--- src/rgbe_pkg.sv ---
// ----------------------------------------------------------------------------
// rgbe_pkg
// Shared types and constants for the RGBE 8-8-8-8 color codec.
// ----------------------------------------------------------------------------
package rgbe_pkg;

   typedef enum logic {
      OP_ENCODE = 1'b0,
      OP_DECODE = 1'b1
   } op_type;

   typedef logic [31:0]        float_type;
   typedef logic [7:0]         byte_type;
   typedef logic signed [7:0]  exp_type;

   localparam logic [7:0]  FIELD_INF    = 8'hFF;
   localparam logic [7:0]  BYTE_MAX     = 8'd255;
   localparam exp_type     EXP_MIN      = -8'sd128;
   localparam exp_type     EXP_MAX      = 8'sd127;
   // 1.0f/255.0f = 0x3B808081
   localparam logic [23:0] INV_MANT     = 24'h808081;
   localparam logic [31:0] FLOAT_INF    = 32'h7F800000;

endpackage

--- src/rgbe_encoder.sv ---
// ----------------------------------------------------------------------------
// rgbe_encoder
// Float channels to three mantissa bytes and a shared exponent.
// ----------------------------------------------------------------------------
module rgbe_encoder (
   input  rgbe_pkg::float_type red_value,
   input  rgbe_pkg::float_type green_value,
   input  rgbe_pkg::float_type blue_value,
   output rgbe_pkg::byte_type  red_byte,
   output rgbe_pkg::byte_type  green_byte,
   output rgbe_pkg::byte_type  blue_byte,
   output rgbe_pkg::exp_type   shared_exponent
);
   import rgbe_pkg::*;

   function automatic logic is_pos(float_type b);
      return !b[31] && (b[30:23] != 8'd0) && !(b[30:23] == FIELD_INF && b[22:0] != 23'd0);
   endfunction

   function automatic byte_type enc_chan(float_type b, logic signed [9:0] e);
      logic signed [9:0] nf;
      logic [31:0]       p;
      logic [24:0]       m25;
      logic [32:0]       rp;
      logic [9:0]        sh;
      logic [32:0]       v;
      byte_type          r;
      nf  = $signed({2'b00, b[30:23]}) - e;
      p   = {1'b1, b[22:0]} * BYTE_MAX;
      if (p[31]) begin
         m25 = {1'b0, p[31:8]} + 25'(p[7] & ((|p[6:0]) | p[8]));
         rp  = {m25, 8'd0};
      end else begin
         m25 = {1'b0, p[30:7]} + 25'(p[6] & ((|p[5:0]) | p[7]));
         rp  = {1'b0, m25, 7'd0};
      end
      sh = 10'(10'sd150 - nf);
      v  = (sh >= 10'd33) ? 33'd0 : (rp >> sh);
      if (!is_pos(b)) begin
         r = 8'd0;
      end else if (b[30:23] == FIELD_INF) begin
         r = BYTE_MAX;
      end else if (nf <= 10'sd0) begin
         r = 8'd0;
      end else if (v > 33'd255) begin
         r = BYTE_MAX;
      end else begin
         r = v[7:0];
      end
      return r;
   endfunction

   float_type         mx;
   logic              any_pos;
   logic signed [9:0] e;

   always_comb begin
      mx = 32'd0;
      if (is_pos(red_value)   && red_value   > mx) mx = red_value;
      if (is_pos(green_value) && green_value > mx) mx = green_value;
      if (is_pos(blue_value)  && blue_value  > mx) mx = blue_value;
      any_pos = is_pos(red_value) || is_pos(green_value) || is_pos(blue_value);
      if (!any_pos) begin
         e = 10'(EXP_MIN);
      end else if (mx[30:23] >= 8'd254) begin
         e = 10'(EXP_MAX);
      end else begin
         e = $signed({2'b00, mx[30:23]}) - 10'sd126;
      end
   end

   assign red_byte        = enc_chan(red_value, e);
   assign green_byte      = enc_chan(green_value, e);
   assign blue_byte       = enc_chan(blue_value, e);
   assign shared_exponent = e[7:0];

endmodule

--- src/rgbe_decoder.sv ---
// ----------------------------------------------------------------------------
// rgbe_decoder
// Mantissa bytes and shared exponent to single-precision channels.
// ----------------------------------------------------------------------------
module rgbe_decoder (
   input  rgbe_pkg::byte_type  red_code,
   input  rgbe_pkg::byte_type  green_code,
   input  rgbe_pkg::byte_type  blue_code,
   input  rgbe_pkg::exp_type   exponent_code,
   output rgbe_pkg::float_type red_linear,
   output rgbe_pkg::float_type green_linear,
   output rgbe_pkg::float_type blue_linear
);
   import rgbe_pkg::*;

   function automatic float_type dec_chan(byte_type c, exp_type e);
      logic [2:0]        pos;
      logic [7:0]        cn;
      logic signed [9:0] nf;
      logic signed [9:0] f;
      logic [31:0]       q;
      logic [24:0]       m25;
      float_type         r;
      pos = 3'd0;
      for (int i = 0; i < 8; i++) begin
         if (c[i]) pos = 3'(i);
      end
      cn  = c << (3'd7 - pos);
      nf  = 10'sd127 + $signed({7'd0, pos}) + 10'(e);
      q   = cn * INV_MANT;
      if (q[31]) begin
         m25 = {1'b0, q[31:8]} + 25'(q[7] & ((|q[6:0]) | q[8]));
      end else begin
         m25 = {1'b0, q[30:7]} + 25'(q[6] & ((|q[5:0]) | q[7]));
      end
      f = nf - 10'sd8 + $signed({9'd0, q[31]}) + $signed({9'd0, m25[24]});
      if (c == 8'd0 || nf <= 10'sd0 || f <= 10'sd0) begin
         r = 32'd0;
      end else if (nf >= 10'sd255) begin
         r = FLOAT_INF;
      end else begin
         r = {1'b0, f[7:0], (m25[24] ? 23'd0 : m25[22:0])};
      end
      return r;
   endfunction

   assign red_linear   = dec_chan(red_code, exponent_code);
   assign green_linear = dec_chan(green_code, exponent_code);
   assign blue_linear  = dec_chan(blue_code, exponent_code);

endmodule

--- src/rgbe8888_color_codec.sv ---
// ----------------------------------------------------------------------------
// rgbe8888_color_codec
// RGBE 8-8-8-8 shared-exponent color encoder/decoder, one color per cycle.
// ----------------------------------------------------------------------------
// A transaction is taken on any clock with start high; busy is always low, so
// one color may be issued every cycle. The result passes one input register,
// one pass of encode/decode logic and one result register, then shows on the
// rsp_ ports for exactly one cycle, marked by rsp_valid. The receiver cannot
// stall. Unused result fields of the other operation are zero.
module rgbe8888_color_codec (
   input  logic                clock,
   input  logic                reset,
   input  logic                start,
   output logic                busy,
   input  logic                req_operation,
   input  rgbe_pkg::float_type req_red_value,
   input  rgbe_pkg::float_type req_green_value,
   input  rgbe_pkg::float_type req_blue_value,
   input  rgbe_pkg::byte_type  req_red_code,
   input  rgbe_pkg::byte_type  req_green_code,
   input  rgbe_pkg::byte_type  req_blue_code,
   input  rgbe_pkg::exp_type   req_exponent_code,
   output logic                rsp_valid,
   output rgbe_pkg::byte_type  rsp_red_byte,
   output rgbe_pkg::byte_type  rsp_green_byte,
   output rgbe_pkg::byte_type  rsp_blue_byte,
   output rgbe_pkg::exp_type   rsp_shared_exponent,
   output rgbe_pkg::float_type rsp_red_linear,
   output rgbe_pkg::float_type rsp_green_linear,
   output rgbe_pkg::float_type rsp_blue_linear
);
   import rgbe_pkg::*;

   logic      vld_ff, rsp_valid_ff;
   op_type    op_ff;
   float_type rv_ff, gv_ff, bv_ff;
   byte_type  rc_ff, gc_ff, bc_ff;
   exp_type   ec_ff;

   byte_type  eb_r, eb_g, eb_b;
   exp_type   ee;
   float_type dl_r, dl_g, dl_b;

   byte_type  rb_in, gb_in, bb_in;
   exp_type   se_in;
   float_type rl_in, gl_in, bl_in;
   byte_type  rb_ff, gb_ff, bb_ff;
   exp_type   se_ff;
   float_type rl_ff, gl_ff, bl_ff;

   assign busy = 1'b0;

   always_ff @(posedge clock) begin
      if (reset) begin
         vld_ff       <= 1'b0;
         rsp_valid_ff <= 1'b0;
      end else begin
         vld_ff       <= start;
         rsp_valid_ff <= vld_ff;
      end
   end

   always_ff @(posedge clock) begin
      if (start) begin
         op_ff <= op_type'(req_operation);
         rv_ff <= req_red_value;
         gv_ff <= req_green_value;
         bv_ff <= req_blue_value;
         rc_ff <= req_red_code;
         gc_ff <= req_green_code;
         bc_ff <= req_blue_code;
         ec_ff <= req_exponent_code;
      end
      rb_ff <= rb_in;
      gb_ff <= gb_in;
      bb_ff <= bb_in;
      se_ff <= se_in;
      rl_ff <= rl_in;
      gl_ff <= gl_in;
      bl_ff <= bl_in;
   end

   rgbe_encoder u_enc (
      .red_value       (rv_ff),
      .green_value     (gv_ff),
      .blue_value      (bv_ff),
      .red_byte        (eb_r),
      .green_byte      (eb_g),
      .blue_byte       (eb_b),
      .shared_exponent (ee)
   );

   rgbe_decoder u_dec (
      .red_code      (rc_ff),
      .green_code    (gc_ff),
      .blue_code     (bc_ff),
      .exponent_code (ec_ff),
      .red_linear    (dl_r),
      .green_linear  (dl_g),
      .blue_linear   (dl_b)
   );

   always_comb begin
      rb_in = 8'd0;
      gb_in = 8'd0;
      bb_in = 8'd0;
      se_in = 8'sd0;
      rl_in = 32'd0;
      gl_in = 32'd0;
      bl_in = 32'd0;
      case (op_ff)
         OP_ENCODE: begin
            rb_in = eb_r;
            gb_in = eb_g;
            bb_in = eb_b;
            se_in = ee;
         end
         OP_DECODE: begin
            rl_in = dl_r;
            gl_in = dl_g;
            bl_in = dl_b;
         end
         default: begin
         end
      endcase
   end

   assign rsp_valid           = rsp_valid_ff;
   assign rsp_red_byte        = rb_ff;
   assign rsp_green_byte      = gb_ff;
   assign rsp_blue_byte       = bb_ff;
   assign rsp_shared_exponent = se_ff;
   assign rsp_red_linear      = rl_ff;
   assign rsp_green_linear    = gl_ff;
   assign rsp_blue_linear     = bl_ff;

endmodule
--- config.mk ---
export PLATFORM = sky130hd
export DESIGN_NAME = rgbe8888_color_codec
export DESIGN_NICKNAME = d
export VERILOG_FILES = /design/src/rgbe_pkg.sv /design/src/rgbe_encoder.sv /design/src/rgbe_decoder.sv /design/src/rgbe8888_color_codec.sv
export SDC_FILE = /design/constraint.sdc
export NUM_CORES = 2
export LEC_CHECK = 0
export BUFFER_PORTS_ARGS = -buffer_cell sky130_fd_sc_hd__buf_2
export CORE_ASPECT_RATIO = 2
export CORE_MARGIN = 2
export CORE_UTILIZATION = 45
export CTS_CLUSTER_DIAMETER = 150
export DETAILED_ROUTE_END_ITERATION = 12
export PLACE_DENSITY_LB_ADDON = 0.15
export SETUP_SLACK_MARGIN = 0.3
export SLEW_MARGIN = 40
export SYNTH_ARGS = -nofsm -noshare
export SYNTH_HDL_FRONTEND = slang
export SYNTH_SLANG_ARGS = --single-unit
--- constraint.sdc ---
create_clock -name clock -period 38 [get_ports clock]
set_clock_uncertainty 0.2 [all_clocks]
set_input_delay 0 -clock clock [delete_from_list [all_inputs] [get_ports clock]]
set_output_delay 0 -clock clock [all_outputs]
set_load 0.03 [all_outputs]
==> results.py <==
metrics = {
    "status": {
        "status": "complete, no violations",
    },
    "synthesis": {
        "synth_cell_type_count": 117,
        "synth_edf_count": 129,
        "ys_seq_area_share_pct": 16.29,
        "yosys-top-cells-area": "fa_1, ha_1, edfxtp_1",
        "synth_cells": 4698,
        "synthesis.area_um2": 39390,
        "ys_top_cells_by_count": "inv_1, nand2_1, nor2_1, ha_1, fa_1",
        "synthArstFlopShare_pct": 0,
        "synth_most_common_cell": "inv_1",
        "synth_top_area_share_pct": 16.77,
        "ys_warn_count": 0,
        "synth_ff_type": "edfxtp_1",
        "yosysTopAreaCell": "fa_1",
        "synth_seq_cells": 256,
        "syn_area_per_cell_um2": 8.384,
    },
    "setup_path": {
        "endpoint_kind": "flip-flop",
        "cp_slowest_cell": "edfxtp_1",
        "path_common_cell": "ha_1",
        "worst_path_largest_cell_delay_ps": 570,
        "cp.arrival_ps": 12770,
        "critPathMaxFanout": 50,
        "required_ps": 38270,
        "start_kind": "flip-flop",
        "critical_path_class": "flip-flop to flip-flop",
    },
    "grt": {
        "grt_use_met1_pct": 31.73,
        "antenna_found_initial": 6,
        "met2_usage_pct": 62.19,
        "met3_usage_pct": 4.676,
        "grt_max_degree": 67,
        "grt-ovfl-total": 0,
        "grt_pass1_vias": 39810,
        "grt_usage_pct": 33.31,
        "grt-busiest-layer": "met2",
        "grt_pass1_wl_um": 228900,
    },
    "clocking": {
        "clock_path_buffers": 3,
        "post_cts_buffers": 0,
        "cts.sinks": 256,
        "cts_tree": "built",
        "numCtsBuffers": 26,
        "clk_latency_ps": 640,
        "cts_root_buf": "clkbuf_16",
        "ctsResizeCount": 0,
        "hold_buffers": 260,
        "clkTransAtPathRegs_ps": 80,
        "cts_max_level": 1,
    },
    "finish": {
        "drive_gt1_share_pct": 9.829,
        "num-nets-final": 5925,
        "area_growth_pct": 15.26,
    },
    "floorplan": {
        "coreArea_um2": 86910,
        "initial_utilization_pct": 45.32,
        "die-width_um": 213.2,
        "ios": 262,
        "die_h_um": 422.4,
        "die-area_um2": 90060,
        "fp-row-count": 153,
    },
    "timing": {
        "slew_viol_final": 0,
        "setup_violations": 0,
        "rsz0062_at_grt": "false",
        "period_needed_ps": 12510,
        "max_freq_ghz": 0.07997,
        "tns_ps": 0,
        "slew_headroom_pct": 39.67,
        "min_period_over_period_pct": 32.91,
        "finalHoldViolCount": 0,
        "tightest_slew_ps": 904.9,
    },
    "detailed_routing": {
        "first_iter_violations": 2544,
        "drt_pass1_iterations": 7,
        "post-route-drc-count": 0,
        "wire_per_inst_um": 23.85,
        "antenna_left": 0,
        "via_per_inst": 6.053,
        "num_vias": 38150,
        "totalWireLength_um": 150300,
    },
    "placed_design": {
        "portBuffers": 257,
        "finalWeightedCongestion": 1.044,
        "place_hpwl_um": 123300,
    },
    "worst_hold_path": {
        "hp-class": "input pin to flip-flop",
    },
    "job": {
        "cap_violations": 0,
    },
}
-- flip-flops by register name, indices dropped and copies added, names as in the netlist, 31 cells and up --
name,flops
gv_ff,32
bv_ff,32
rsp_red_linear,31
rsp_green_linear,31
rv_ff,32
rsp_blue_linear,31
-- path summary, 6_finish.rpt --
kind,from,cells past startpoint,endpoint,slack (ps)
worst max register to register,rv_ff[5],44,rsp_green_byte[5],25490
worst min register to register,vld_ff,1,rsp_valid,270
worst max-delay path,rv_ff[5],44,rsp_green_byte[5],25490
worst min-delay path,req_red_value[2],2,rv_ff[2],40
-- through the flow --
step                hold slack, ps  util [%]  cells  instance area (um^2)  setup slack (ps)
finish                       42.79     52.24   6302                 45400             25490
global route                 17.89     52.24   6302                 45400             24610
CTS                          17.95     52.20   6299                 45370             25570
detailed placement          -21.89     48.22   5991                 41910             25670
global placement            -25.58     48.14   5991                 41840             25750
floorplan                   -128.4         -   4702                 39410             25940
-- logic make-up after synthesis --
| kind of cell | count (synthesis) | share of synthesized area, % |
|---|---|---|
| AND/OR/NAND/NOR | 1506 | 19.28 |
| AO/OA/AOI/OAI | 1255 | 21.78 |
| adder cells (fa/ha/maj) | 675 | 27.73 |
| buffers and inverters | 672 | 6.531 |
| flip-flops | 256 | 16.29 |
| XOR/XNOR | 219 | 4.889 |
| multiplexers | 113 | 3.481 |
| other | 2 | 0.01907 |
-- critical path, delay by kind of cell, from the launching register on --
family	cells	cell delay, ps
simple gates	14	2970
mux	1	150
compound gates	19	5520
flops	1	570
fa+ha+maj	5	1460
buf+inv	5	1390
-- layout by cell type, fill, tap and decap left out, drive strengths merged, types with 29 or more instances in the layout --
master / n
edfxtp: 129
buf: 307
or3: 48
nor2: 348
clkbuf: 29
nand3: 134
and4: 31
mux2i: 68
and3: 44
a31oi: 84
and2: 61
a21o: 71
nand2: 382
o31ai: 30
nand2b: 42
dfxtp: 127
dlygate4sd3: 260
o21ai: 207
a21oi: 322
nor4: 57
or2: 30
xnor2: 138
fa: 330
a211oi: 61
inv: 495
o211ai: 62
nor3: 123
nand4: 81
xor2: 81
ha: 345
mux2: 29
o21bai: 32
o21a: 42
nor2b: 44
-- area by class of cell --
type	count	area, um^2
Timing Repair Buffer	568	4279
Inverter	492	1847
Multi-Input combinational cell	3774	30540
Tap cell	1162	1454
Antenna cell	2	5.005
Fill cell	8445	41510
Clock inverter	20	205.2
Sequential cell	256	6416
Clock buffer	28	658.1
-- layer usage --
layer / up-vias / share of wire (%)
li1: 17850 / -
met3: 602 / 4.9
met2: 1412 / 52
met4: 8 / 9.9
met5: - / 0.040
met1: 18280 / 33
Power is not shown: default switching activity piles up to over one toggle a cycle in this logic, so the estimate is an artifact.
